`src/rtl/core/tlph_pkg.sv`:
```
`timescale 1ns / 1ps
// ----------------------------------------------------------------------------
// tlph_pkg
// Shared types, codes and hash constants of the two-level perfect hash set.
// ----------------------------------------------------------------------------
package tlph_pkg;

  localparam logic [63:0] MIX_C1     = 64'hff51afd7ed558ccd;
  localparam logic [63:0] MIX_C2     = 64'hc4ceb9fe1a85ec53;
  localparam int unsigned MIX_SHIFT  = 33;
  localparam logic [63:0] SEED_RESET = 64'd42;

  localparam logic [1:0] CMD_LOOKUP = 2'd0;
  localparam logic [1:0] CMD_INSERT = 2'd1;
  localparam logic [1:0] CMD_ERASE  = 2'd2;

  localparam logic [1:0] ST_OK     = 2'd0;
  localparam logic [1:0] ST_FULL   = 2'd1;
  localparam logic [1:0] ST_NOSEED = 2'd2;

  typedef enum logic {
    ARITH_MIX,
    ARITH_LOG
  } arith_op_e;

  typedef struct packed {
    logic      start;
    arith_op_e op;
  } arith_req_t;

  typedef struct packed {
    logic done;
  } arith_rsp_t;

  typedef struct packed {
    logic [1:0]  command;
    logic [63:0] key;
  } in_item_t;

  typedef struct packed {
    logic        found;
    logic [1:0]  status;
    logic [13:0] key_count;
  } out_item_t;

  function automatic logic [63:0] xs33(input logic [63:0] x);
    return x ^ (x >> MIX_SHIFT);
  endfunction

endpackage

```
`src/rtl/core/tlph_arith.sv`:
```
`timescale 1ns / 1ps
// ----------------------------------------------------------------------------
// tlph_arith
// Shared 32x32 multiply unit: mix64 finalizer and Q0.64 logistic map step.
// ----------------------------------------------------------------------------
module tlph_arith import tlph_pkg::*; (
  input  logic        clk_i,
  input  logic        rst_ni,
  input  arith_req_t  req_i,
  input  logic [63:0] a_i,
  input  logic [63:0] b_i,
  output arith_rsp_t  rsp_o,
  output logic [63:0] res_o
);

  typedef enum logic [1:0] {A_IDLE, A_MUL, A_DRAIN, A_DONE} state_e;

  state_e      state_q;
  arith_op_e   op_q;
  logic        pass_q;
  logic [63:0] opa_q, opb_q, res_q, prod_q;
  logic [1:0]  idx_q, psh_q;
  logic        pv_q;
  logic [127:0] acc_q;

  logic [31:0]  mul_a, mul_b;
  logic [63:0]  prod_d;
  logic [127:0] term, acc_d;
  logic [1:0]   last_idx;
  logic [63:0]  hi_w, lo_w;

  always_comb begin
    mul_a  = idx_q[1] ? opa_q[63:32] : opa_q[31:0];
    mul_b  = idx_q[0] ? opb_q[63:32] : opb_q[31:0];
    prod_d = mul_a * mul_b;
    case (psh_q)
      2'd0:    term = {64'd0, prod_q};
      2'd1:    term = {32'd0, prod_q, 32'd0};
      default: term = {prod_q, 64'd0};
    endcase
    acc_d    = pv_q ? acc_q + term : acc_q;
    last_idx = (op_q == ARITH_LOG) ? 2'd3 : 2'd2;
    hi_w     = acc_d[127:64];
    lo_w     = acc_d[63:0];
  end

  always_ff @(posedge clk_i or negedge rst_ni) begin
    if (!rst_ni) begin
      state_q <= A_IDLE;
      pv_q    <= 1'b0;
    end else begin
      case (state_q)
        A_IDLE: begin
          if (req_i.start) begin
            op_q   <= req_i.op;
            pass_q <= 1'b0;
            idx_q  <= 2'd0;
            pv_q   <= 1'b0;
            acc_q  <= '0;
            if (req_i.op == ARITH_MIX) begin
              opa_q   <= xs33(a_i ^ b_i);
              opb_q   <= MIX_C1;
              state_q <= A_MUL;
            end else if (a_i == 64'd0) begin
              res_q   <= '0;
              state_q <= A_DONE;
            end else begin
              opa_q   <= a_i;
              opb_q   <= 64'd0 - a_i;
              state_q <= A_MUL;
            end
          end
        end
        A_MUL: begin
          prod_q <= prod_d;
          psh_q  <= {1'b0, idx_q[1]} + {1'b0, idx_q[0]};
          acc_q  <= acc_d;
          pv_q   <= 1'b1;
          idx_q  <= idx_q + 2'd1;
          if (idx_q == last_idx) state_q <= A_DRAIN;
        end
        A_DRAIN: begin
          if (op_q == ARITH_MIX && !pass_q) begin
            opa_q   <= xs33(acc_d[63:0]);
            opb_q   <= MIX_C2;
            pass_q  <= 1'b1;
            idx_q   <= 2'd0;
            pv_q    <= 1'b0;
            acc_q   <= '0;
            state_q <= A_MUL;
          end else if (op_q == ARITH_MIX) begin
            res_q   <= xs33(acc_d[63:0]);
            state_q <= A_DONE;
          end else begin
            res_q   <= (|hi_w[63:62]) ? '1 : {hi_w[61:0], lo_w[63:62]};
            state_q <= A_DONE;
          end
        end
        A_DONE:  state_q <= A_IDLE;
        default: state_q <= A_IDLE;
      endcase
    end
  end

  assign rsp_o.done = (state_q == A_DONE);
  assign res_o      = res_q;

endmodule

```
`config.mk`:
```
export PLATFORM = sky130hd
export DESIGN_NAME = tlph_arith
export DESIGN_NICKNAME = d
export VERILOG_FILES = /design/src/rtl/core/tlph_pkg.sv /design/src/rtl/core/tlph_arith.sv
export SDC_FILE = /design/constraint.sdc
export NUM_CORES = 2
export LEC_CHECK = 0
export BUFFER_PORTS_ARGS = -buffer_cell sky130_fd_sc_hd__buf_4
export CAP_MARGIN = 0
export CELL_PAD_IN_SITES_DETAIL_PLACEMENT = 1
export CELL_PAD_IN_SITES_GLOBAL_PLACEMENT = 2
export CORE_MARGIN = 2
export CORE_UTILIZATION = 30
export DETAILED_ROUTE_END_ITERATION = 8
export GPL_TIMING_DRIVEN = 0
export PLACE_DENSITY_LB_ADDON = 0.05
export SKIP_CTS_REPAIR_TIMING = 1
export SKIP_LAST_GASP = 1
export SYNTH_ARGS = -nofsm -noshare
export SYNTH_HDL_FRONTEND = slang
export SYNTH_SLANG_ARGS = --single-unit
```
`constraint.sdc`:
```
create_clock -name clk_i -period 10 [get_ports clk_i]
set_clock_uncertainty 0.2 [all_clocks]
set_input_delay 1 -clock clk_i [delete_from_list [all_inputs] [get_ports clk_i]]
set_output_delay 1 -clock clk_i [all_outputs]
set_load 0.01 [all_outputs]
```
==> results.sh <==
export IMPL_cts_sinks=393
export IMPL_grt_pass1_wl_um=465000
export IMPL_setup_tns_ps=0
export IMPL_grt_pass1_vias=54700
export IMPL_start_kind="flop"
export IMPL_nNetsFinal=8422
export IMPL_die_w_um=453
export IMPL_synth_cell_types=77
export IMPL_hold_viol=0
export IMPL_endpoint_kind="flop"
export IMPL_ys_seq_elements=393
export IMPL_hp_class="in2reg"
export IMPL_status="finished, violations left"
export IMPL_max_freq_mhz=100
export IMPL_max_stage_delay_ps=1050
export IMPL_slew_viol_final=1
export IMPL_cp_arrival_ps=10090
export IMPL_area_growth_pct=15.3
export IMPL_synth_area_top_cells="fa_1 (30%), edfxtp_1 (19%), ha_1 (8.1%)"
export IMPL_synth_flop_cell="edfxtp_1"
export IMPL_violations="max-capacitance violations, max-slew violations"
export IMPL_route_vias_total=52900
export IMPL_cts_htree_levels=2
export IMPL_post_synth_cell_area_avg_sq_um=9.07
export IMPL_rsz0062_at_grt="yes"
export IMPL_max_slew_margin=-0.00870
export IMPL_drive_above_1_share=0.0986
export IMPL_yosys_warnings=0
export IMPL_clk_pin_slew_ps=70
export IMPL_dr_first_iter_drc_count=5551
export IMPL_io_pins=197
export IMPL_initial_core_util=0.302
export IMPL_synth_adder_area_share=0.378
export IMPL_synth_top_family_by_area="adder cells"
export IMPL_avgViaCountPerCell=5.45
export IMPL_crit_type="reg2reg"
export IMPL_overflow=0
export IMPL_synthMuxAreaShare=0.0452
export IMPL_wirelength_um=342000
export IMPL_insertion_delay_ps=690
export IMPL_synth_edf_count=390
export IMPL_slowest_stage="nor4_1"
export IMPL_port_buffers=182
export IMPL_finalWeightedCongestion=1.01
export IMPL_drcViolationCount=0
export IMPL_fp_coreArea_sq_mm=0.200
export IMPL_dr_pass1_iters=5
export IMPL_seq_area_frac_synth=0.195
export IMPL_fin_crit_ps=9960
export IMPL_tightestPinTransition_ps=1470
export IMPL_clockRootBuffer="clkbuf_16"
export IMPL_num_rows=164
export IMPL_syn_area_sq_mm=0.0605
export IMPL_async_flop_share=0.00763
export IMPL_cts_buffer_depth=3
export IMPL_crit_chain="clkbuf_1 > clkbuf_1 > buf_1 > nor2_1 > ha_1 > clkbuf_1 > nand4_1 > or2_2 > nor4_1 > a2bb2oi_1 > a21o_1 > a211o_1 > a2111oi_0 > nor2_1 > o21bai_1 > a2111oi_0 > a221oi_1 > a221oi_1"
export IMPL_critPathMaxFanout=10
export IMPL_dp_hpwl_um=289000
export IMPL_synth_compound_area_share=0.0977
export IMPL_drv_cap=2
export IMPL_fin_crit_sh=0.996
export IMPL_synth_top_area_share=0.297
export IMPL_synth_fp_nets=8093
export IMPL_cts_tree="yes"
export IMPL_crit_top_cell="clkbuf_1"
export IMPL_cp_required_ps=10120
export IMPL_dieArea_sq_mm=0.205
export IMPL_antenna_found_initial=52
export IMPL_wl_per_cell_um=35.2
export IMPL_numCtsBuffers=50
export IMPL_synth_cells=6672
export IMPL_yosys_area_top_type="fa_1"
export IMPL_die_h_um=453
export IMPL_grt_start_max_net_pins=54
export IMPL_synth_simple_gate_area_frac=0.148
export IMPL_finalSetupViolations=0
export IMPL_drtAntennaViolNets=0
export IMPL_synth_xor_area_frac=0.0566
export IMPL_grt_usage=0.331
## registers in the layout, summed over array words and instances (netlist names)
name,count
opb_q,64
psh_q,2
prod_q,64
res_o,64
state_q,2
acc_q,128
op_q,1
pv_q,1
pass_q,1
opa_q,64
idx_q,2
## per-stage QoR
stage	hold slack (ps)	cells	worst slack, ps	util	cell area, sq um
2_1_floorplan	357	6672	556	-	60500
3_3_place_gp	399	9510	-4840	0.326	65200
3_5_place_dp	406	9566	-4180	0.332	66400
4_1_cts	-131	9658	-4190	0.340	68000
5_1_grt	347	9701	-70.6	0.349	69800
6_report	361	9715	35.3	0.349	69800
## cells in the final DEF (no fill, tap or decap), types with 42 or more instances in the layout
cell type / count
a21o_1: 107
a21oi_1: 346
and2_1: 83
buf_4: 226
buf_6: 55
clkbuf_1: 203
clkbuf_16: 51
clkbuf_2: 50
edfxtp_1: 390
fa_1: 896
ha_1: 390
inv_1: 925
mux2_2: 48
mux2i_1: 132
mux2i_4: 42
nand2_1: 708
nand2b_1: 58
nand4_1: 70
nor2_1: 968
nor3_1: 46
o21ai_0: 191
o21bai_1: 56
xnor2_1: 222
xor2_1: 168
## logic make-up after synthesis
| kind of cell | count (synthesis) |
|---|---|
| simple gates | 2099 |
| buf+inv | 1283 |
| fa+ha+maj | 1289 |
| mux | 265 |
| xor+xnor | 391 |
| compound gates | 952 |
| flops | 393 |
## layout make-up
| cell class | instances | area [sq um] |
|---|---|---|
| diodes | 18 | 45.0 |
| flip-flops and latches | 393 | 11800 |
| multi-input cells | 4996 | 44800 |
| plain buffers | 352 | 1930 |
| repair buffers | 282 | 2770 |
| clock buffers | 61 | 1310 |
| fillers | 23000 | 130000 |
| well taps | 2656 | 3320 |
| clock inverters | 31 | 292 |
| inverters | 926 | 3480 |
## per-layer routing
layer  wire, um  track usage  up-vias  part of all wire
li1           -            -    22300                 -
met1     156000        0.484    28200              0.46
met2     148000        0.496     2005              0.43
met3      25800       0.0521      397             0.075
met4      12400        0.105       10             0.036
met5        140            0        -           0.00041
## synthesized netlist by cell type (49+ instances only)
| library cell | count |
|---|---|
| nor2_1 | 969 |
| inv_1 | 925 |
| fa_1 | 897 |
| nand2_1 | 708 |
| ha_1 | 392 |
| edfxtp_1 | 390 |
| a21oi_1 | 354 |
| clkbuf_1 | 332 |
| xnor2_1 | 223 |
| mux2i_1 | 201 |
| o21ai_0 | 193 |
| xor2_1 | 168 |
| a21o_1 | 107 |
| and2_1 | 84 |
| nand4_1 | 70 |
| mux2_2 | 64 |
| nand2b_1 | 58 |
| o21bai_1 | 56 |
| nor3_1 | 49 |
## worst paths after layout
check | startpoint | endpoint | slack (ps) | cells past startpoint
setup / recovery | psh_q[1]$_DFFE_PP_ | res_o[45]$_SDFFCE_PN0P_ | 40 | 18
hold / removal | req_i[0] | op_q$_DFFE_PP_ | 360 | 1
setup reg to reg | psh_q[1]$_DFFE_PP_ | res_o[45]$_SDFFCE_PN0P_ | 40 | 18
hold reg to reg | pass_q$_DFFE_PP_ | state_q[1]$_DFFE_PN0P_ | 430 | 2
max in group asynchronous | rst_ni | state_q[1]$_DFFE_PN0P_ | 8960 | 2
min in group asynchronous | rst_ni | state_q[0]$_DFFE_PN0P_ | 520 | 2
## worst max-delay path: cells and delay by family (launching register included)
| family | cells | cell delay (ps) |
|---|---|---|
| compound gates | 8 | 4330 |
| fa+ha+maj | 1 | 340 |
| buf+inv | 4 | 2230 |
| flops | 1 | 330 |
| simple gates | 5 | 2120 |
Power is left out: the tool's default activity adds up to more than one toggle a clock period on the data nets, which glitch-free logic cannot reach.
