==> src/rtl/core/tlph_mod.sv <==
`timescale 1ns / 1ps
// ----------------------------------------------------------------------------
// tlph_mod
// Remainder of a 64-bit word by a small divisor, eight bits per cycle.
// ----------------------------------------------------------------------------
module tlph_mod #(
  parameter int unsigned RW = 4
) (
  input  logic          clk_i,
  input  logic          rst_ni,
  input  logic          start_i,
  input  logic [63:0]   x_i,
  input  logic [RW-1:0] k_i,
  output logic          done_o,
  output logic [RW-1:0] rem_o
);

  logic          busy_q, done_q;
  logic [2:0]    cnt_q;
  logic [63:0]   x_q;
  logic [RW-1:0] r_q, r_d;
  logic [RW:0]   t;

  always_comb begin
    r_d = r_q;
    t   = '0;
    for (int i = 0; i < 8; i++) begin
      t = {r_d, x_q[63-i]};
      if (t >= {1'b0, k_i}) t = t - {1'b0, k_i};
      r_d = t[RW-1:0];
    end
  end

  always_ff @(posedge clk_i or negedge rst_ni) begin
    if (!rst_ni) begin
      busy_q <= 1'b0;
      done_q <= 1'b0;
    end else begin
      done_q <= 1'b0;
      if (start_i) begin
        busy_q <= 1'b1;
        cnt_q  <= 3'd0;
        x_q    <= x_i;
        r_q    <= '0;
      end else if (busy_q) begin
        r_q   <= r_d;
        x_q   <= x_q << 8;
        cnt_q <= cnt_q + 3'd1;
        if (cnt_q == 3'd7) begin
          busy_q <= 1'b0;
          done_q <= 1'b1;
        end
      end
    end
  end

  assign done_o = done_q;
  assign rem_o  = r_q;

endmodule

==> config.mk <==
export PLATFORM = sky130hd
export DESIGN_NAME = tlph_mod
export DESIGN_NICKNAME = d
export VERILOG_FILES = /design/src/rtl/core/tlph_mod.sv
export SDC_FILE = /design/constraint.sdc
export NUM_CORES = 1
export LEC_CHECK = 0
export BUFFER_PORTS_ARGS = -buffer_cell sky130_fd_sc_hd__buf_2
export CAP_MARGIN = 20
export CORE_ASPECT_RATIO = 1.75
export CORE_MARGIN = 10
export CORE_UTILIZATION = 50
export CTS_BUF_LIST = sky130_fd_sc_hd__clkbuf_4
export DETAILED_ROUTE_END_ITERATION = 12
export GPL_TIMING_DRIVEN = 0
export PLACE_DENSITY = 0.72
export SLEW_MARGIN = 25
export SYNTH_ARGS = -nofsm -noshare
export SYNTH_HDL_FRONTEND = slang
export SYNTH_SLANG_ARGS = --single-unit
export TNS_END_PERCENT = 20
==> constraint.sdc <==
create_clock -name clk_i -period 35.7 [get_ports clk_i]
set_clock_uncertainty 0.15 [all_clocks]
set_input_delay 1.785 -clock clk_i [delete_from_list [all_inputs] [get_ports clk_i]]
set_output_delay 1.785 -clock clk_i [all_outputs]
set_load 0.05 [all_outputs]
==> results of run 1 <==
[per-stage QoR]
| stage | hold slack (ns) | area (um2) |
|---|---|---|
| floorplan | 0.375 | 4810 |
| global placement | 0.377 | 5330 |
| detailed placement | 0.383 | 5390 |
| CTS | 0.402 | 5520 |
| global route | 0.417 | 5520 |
| finish | 0.400 | 5520 |
[sequential cells by signal, summed over array words and instances, names as in the netlist]
signal	flops
x_q	64
rem_o	4
cnt_q	3
busy_q	1
done_o	1
[how the worst max path moves through the flow]
stage	endpoint	slack (ns)	cells after the start
after floorplan	rem_o[0]	22.26	60
after global placement	rem_o[0]	20.49	59
after detailed placement	rem_o[0]	20.22	58
after CTS	rem_o[0]	20.64	58
after global routing	rem_o[0]	19.77	59
final	rem_o[0]	20.63	58
[cell families (layout without fill, tap and decap cells)]
family	Yosys count	in the layout	synth area share
adder cells (fa/ha/maj)	43	43	0.124
XOR/XNOR	15	15	0.0273
multiplexers	73	73	0.170
buffers and inverters	37	129	0.0291
AO/OA/AOI/OAI	72	72	0.119
flip-flops	73	73	0.454
AND/OR/NAND/NOR	70	70	0.0762
[layer usage]
| layer | vias up | global-route usage | wire length (um) |
|---|---|---|---|
| met1 | 1549 | 0.139 | 3700 |
| li1 | 1601 | - | - |
| met5 | - | 0 | 0 |
| met2 | 75 | 0.289 | 5870 |
| met4 | 0 | 0.0588 | 240 |
| met3 | 17 | 0.0496 | 641 |
[cells in the final DEF, fill, tap and decap left out, types with 10 or more instances in the layout]
cell	synthesis	layout
clkbuf_4	0	10
inv_1	27	27
edfxtp_1	71	71
a21oi_1	15	15
and2_1	10	10
a21o_1	13	13
buf_2	1	75
mux2_2	62	62
nand2_1	17	17
o21ai_0	12	12
ha_1	35	35
nor2_1	14	14
[cell usage after synthesis (all sizes together), types with 3 or more instances]
cell type / count
nand2b: 7
xnor2: 9
a211oi: 4
nor2b: 3
and3: 3
o21ai: 13
o31ai: 3
a21o: 13
clkbuf: 9
inv: 27
mux2i: 9
ha: 35
nor2: 15
xor2: 6
fa: 8
mux2: 64
or2: 3
o211ai: 4
a21oi: 17
and2: 10
edfxtp: 71
a31oi: 3
nand3: 5
nand2: 18
[layout make-up]
type                    instances  area [um2]  area share
plain buffers                  10        38.8     0.00703
clock buffers                  10        75.1      0.0136
repair buffers                 76         418      0.0757
flip-flops and latches         73        2180       0.395
inverters                      27         101      0.0184
well taps                     122         153      0.0277
multi-input cells             273        2490       0.452
clock inverters                 6        58.8      0.0107
==> metrics.txt, run 1 <==
Fmax achieved 0.0664 GHz; hold path cells 1; Hold Path End x_q[40]; final core occ 0.587; clk root buf clkbuf_4; all-layer global routing usage 0.150; Final min period 15.07 ns; hpwl dp 8590 um; Max FO, Critical Path 14; Max Slew Vio Count 0; setup slack at placement 20.22 ns; DIE WIDTH 94.1 um; Syn Inst Count 383; Worst-Skew Late Latency 0.42 ns; Finished Layout Cells 597; Starting Density 0.511; critical path class input port to flop; outcome finished, final reports clean; Fin. Hold Viols 0; Die H 150 um; Synthesis Warnings 0; most used cell, CP ha_1; maxcap violations 0; TritonCTS Sinks 73; syn_nets 497; Final TNS setup 0 ns; I/O Buffers 74; reg2reg setup slack 22.14 ns; CP endpoint kind flop; core area 9410 um2; # DRC 0; placer congestion estimate 0.857; Top Ports 76; Wirelength per Cell 17.5 um; routed wire length 10400 um; min-delay src x_q[32]; routed vias/inst 5.43; ys async rst share 0.0274; Initial DRC Count 98; worst rel slew slack 0.478; Primary FF master, synth edfxtp_1; highest-delay cell along the critical path mux2i_1; Req. time, crit path 35.72 ns; Worst R2R End rem_o[0]; Layout Area Growth over Synthesis 14.8%; Detailed Routing Iterations Pass 1 4; antenna viol nets, final 0; initial antenna violation count 0; CP arrival 15.08 ns; Final Setup Violations 0; buffers and inverters on the worst path 4; HP Class flop to flop; H-tree levels 3; die area 14100 um2; grt total ovfl 0; Num CTS Buffers 9; Critical Path Start k_i[1]; setup bufs post-CTS 0; hold-fix buffer count after cts 0; # diodes 0; first-pass GRT wire length 16700 um; flops & latches, synth 73; final-layout fill cell count 794; final worst slack 20.63 ns; RSZ-0062 raised after global routing false; CP top delay family compound AO/OA/AOI/OAI gates; dpl cells 581; vias 3242; Synth area leaders edfxtp_1, mux2_2, ha_1; Yosys top cell area share 0.443; RR Startpoint rem_o[2]; Bufs on Longest Clock Path 2; number of global-route vias before repair 3540; CP startpoint kind input port; largest net degree at the start of global routing 29; period utilisation layout 0.422; clock tree from TritonCTS yes; number of synthesized flops with an enable pin 71; clk slew on worst S/H paths 0.13 ns; syn_area_per_cell 12.6 um2; Seq/Total Area, Yosys 0.454; share of layout cells above drive strength 1 0.368; Yosys top cell by area edfxtp_1; Worst Tran Pin Value 0.783 ns; Synth Cell Area 4810 um2; max incr delay on CP 0.47 ns; Yosys cell types 57; post-CTS sizing 0; R2R cell count 56; Nets 584; Site Rows 47
Power of run 1 is left out: the tool's default activity adds up to more than one toggle a clock period on the data nets, which glitch-free logic cannot reach.
==> run 2: changes to the inputs <==
--- a/config.mk
+++ b/config.mk
@@ -5,6 +5,7 @@
 export SDC_FILE = /design/constraint.sdc
 export NUM_CORES = 1
 export LEC_CHECK = 0
+export ABC_AREA = 1
 export BUFFER_PORTS_ARGS = -buffer_cell sky130_fd_sc_hd__buf_2
 export CAP_MARGIN = 20
 export CORE_ASPECT_RATIO = 1.75
@@ -13,7 +14,7 @@
 export CTS_BUF_LIST = sky130_fd_sc_hd__clkbuf_4
 export DETAILED_ROUTE_END_ITERATION = 12
 export GPL_TIMING_DRIVEN = 0
-export PLACE_DENSITY = 0.72
+export PLACE_DENSITY = 0.74
 export SLEW_MARGIN = 25
 export SYNTH_ARGS = -nofsm -noshare
 export SYNTH_HDL_FRONTEND = slang
==> constraint.sdc (replaced) <==
create_clock -name clk_i -period 12.2 [get_ports clk_i]
set_clock_uncertainty 0.15 [all_clocks]
set_input_delay 0.61 -clock clk_i [delete_from_list [all_inputs] [get_ports clk_i]]
set_output_delay 0.61 -clock clk_i [all_outputs]
set_load 0.05 [all_outputs]
==> run 2 against run 1 <==
Cell area increased by 5.0%. Flip-flop and latch count unchanged. Sequential share of layout area decreased by 1.9 points. Global-route usage increased by 2.0 points. Synthesized cell count increased by 54%. Utilization increased by 0.56 points. Synthesized area increased by 2.8%. Largest cell class unchanged.
==> metrics.txt, run 2 <==
CP arrival 11.41 ns; Top Ports 76; flops & latches, synth 73; Syn Inst Count 588; first-pass GRT wire length 19300 um; all-layer global routing usage 0.170; hpwl dp 9540 um; Starting Density 0.505; HP Class input port to flop; Synth Cell Area 4940 um2; syn_area_per_cell 8.41 um2; Site Rows 48; main combinational cell family by area after synthesis simple AND/OR/NAND/NOR gates; Req. time, crit path 12.26 ns; routed wire length 11900 um; met3 Use GR 0.0424; final core occ 0.592; core area 9790 um2; commonest non-fill, non-tap cell in the layout nand2_1; syn_nets 702; Synth area leaders edfxtp_1, nand2_1, ha_1; area of the multi-input gates 2510 um2; simple-gate share of the synthesized area 0.321; Num CTS Buffers 9; Synth Area in XOR/XNOR 0.0230; Synth top cells by count nand2_1, edfxtp_1, inv_1; Largest Register x_q; Post-Synth Adder-Cell Area 0.121; Yosys top cell by area edfxtp_1; period utilisation layout 0.931; Nets 798; Final min period 11.35 ns; number of global-route vias before repair 4465; Initial DRC Count 137; CP top delay family simple AND/OR/NAND/NOR gates; RSZ-0062 raised after global routing false; H-tree levels 3; Compound-Gate Fraction of Synth Area 0.0319; Max FO, Critical Path 9; commonest non-fill, non-tap cells in the layout nand2_1, buf_2, edfxtp_1; crit path capture rem_o[0]; # diodes 0; clock tree from TritonCTS yes; R2R cell count 71; met1 GRT Util 0.161; Detailed Routing Iterations Pass 1 4; grt total ovfl 0; buffers and inverters on the worst path 13; share of layout cells above drive strength 1 0.196; worst rel slew slack 0.610; min-delay src x_i[2]; max incr delay on CP 0.36 ns; ys async rst share 0.0274; RR Startpoint rem_o[1]; maxcap violations 0; final-layout fill cell count 895; highest-delay cell along the critical path ha_1; Worst-Skew Late Latency 0.44 ns; Yosys cell types 33; Die H 152 um; Bufs on Longest Clock Path 2; antenna viol nets, final 0; critical path class input port to flop; largest net degree at the start of global routing 29; GR Util met2 0.316; TritonCTS Sinks 73; reg2reg setup slack 0.90 ns; initial antenna violation count 0; DIE WIDTH 95.2 um; Fmax achieved 0.0881 GHz; clk root buf clkbuf_4; most used cell, CP nand2_1; Wirelength per Cell 14.6 um; # DRC 0; clk slew on worst S/H paths 0.12 ns; Fin. Hold Viols 0; register area 2180 um2; Layout Area Growth over Synthesis 17.3%; gr busiest metal met2; Seq/Total Area, Yosys 0.441; placer congestion estimate 0.860; Critical Path Start k_i[1]; routed vias/inst 5.06; CP startpoint kind input port; max reg flops 64; Stages on worst setup path 75; die area 14400 um2; outcome finished, final reports clean; Final TNS setup 0 ns; CP endpoint kind flop; Max Slew Vio Count 0; vias 4121; mux cell area share after synthesis 0; Synthesis Warnings 0; Yosys top cell area share 0.431; I/O Buffers 74; number of synthesized flops with an enable pin 71; Worst R2R End rem_o[0]; Worst Tran Pin Value 0.582 ns; Primary FF master, synth edfxtp_1; Final Setup Violations 0; cell with the most instances after synthesis nand2_1
==> run 2: cell types whose count changed after synthesis, sizes merged, moves of 10 or more <==
| cell | delta |
|---|---|
| nand3 | +36 |
| a21o | -13 |
| nand2 | +251 |
| inv | +38 |
| and2 | -10 |
| mux2 | -64 |
==> run 2: repair_timing <==
| item | 4_1_cts | 5_1_grt |
|---|---|---|
| setup endpoints to repair | 4 | 4 |
| hold buffers | 1 | 0 |
| setup buffers | 1 | 7 |
| endpoints found under the hold margin | 2 | 0 |
| pin swaps | 0 | 2 |
| gates resized for setup | 2 | 10 |
==> run 2: worst min-delay path by stage <==
stage / end / cells after the start
6_report: x_q[2] / 3
5_1_grt: x_q[23] / 3
4_1_cts: x_q[4] / 3
3_5_place_dp: done_o / 1
3_3_place_gp: done_o / 1
2_1_floorplan: busy_q / 0
==> run 2: metal layers <==
| metal | vias up | share of wire |
|---|---|---|
| met1 | 1872 | 0.36 |
| li1 | 2100 | - |
| met2 | 110 | 0.55 |
| met3 | 39 | 0.050 |
| met4 | 0 | 0.042 |
| met5 | - | 0 |
==> run 2: area by class of cell <==
type                    instances  area share
well taps                     125      0.0270
multi-input cells             434       0.434
plain buffers                  14     0.00906
repair buffers                 85      0.0829
clock buffers                   9      0.0117
clock inverters                 7      0.0147
flip-flops and latches         73       0.376
inverters                      67      0.0447
==> run 2: logic make-up after synthesis <==
family | after synthesis
AOI/OAI and AO/OA | 25
DFF | 73
buffers and inverters | 81
and+or+nand+nor | 353
adders and majority gates | 43
xor gates and xnor gates | 13
==> run 2: metrics by stage <==
| step | setup WS, ns | area (um2) | instances | hold slack (ns) |
|---|---|---|---|---|
| floorplan | 1.11 | 4940 | 588 | 0.164 |
| global placement | -0.378 | 5470 | 787 | 0.317 |
| detailed placement | -0.839 | 5520 | 789 | 0.324 |
| CTS | 0.0879 | 5700 | 807 | 0.261 |
| global route | 0.0437 | 5800 | 814 | 0.255 |
| finish | 0.847 | 5800 | 814 | 0.270 |
==> run 2: worst register-to-register path: cells and delay by family (launching register included) <==
family          cells  cell delay, ns
buf+inv            10            0.83
flops               1            0.52
fa+ha+maj           8            2.61
simple gates       38            4.54
compound gates     15            2.41
Power of run 2 is left out for the same reason.
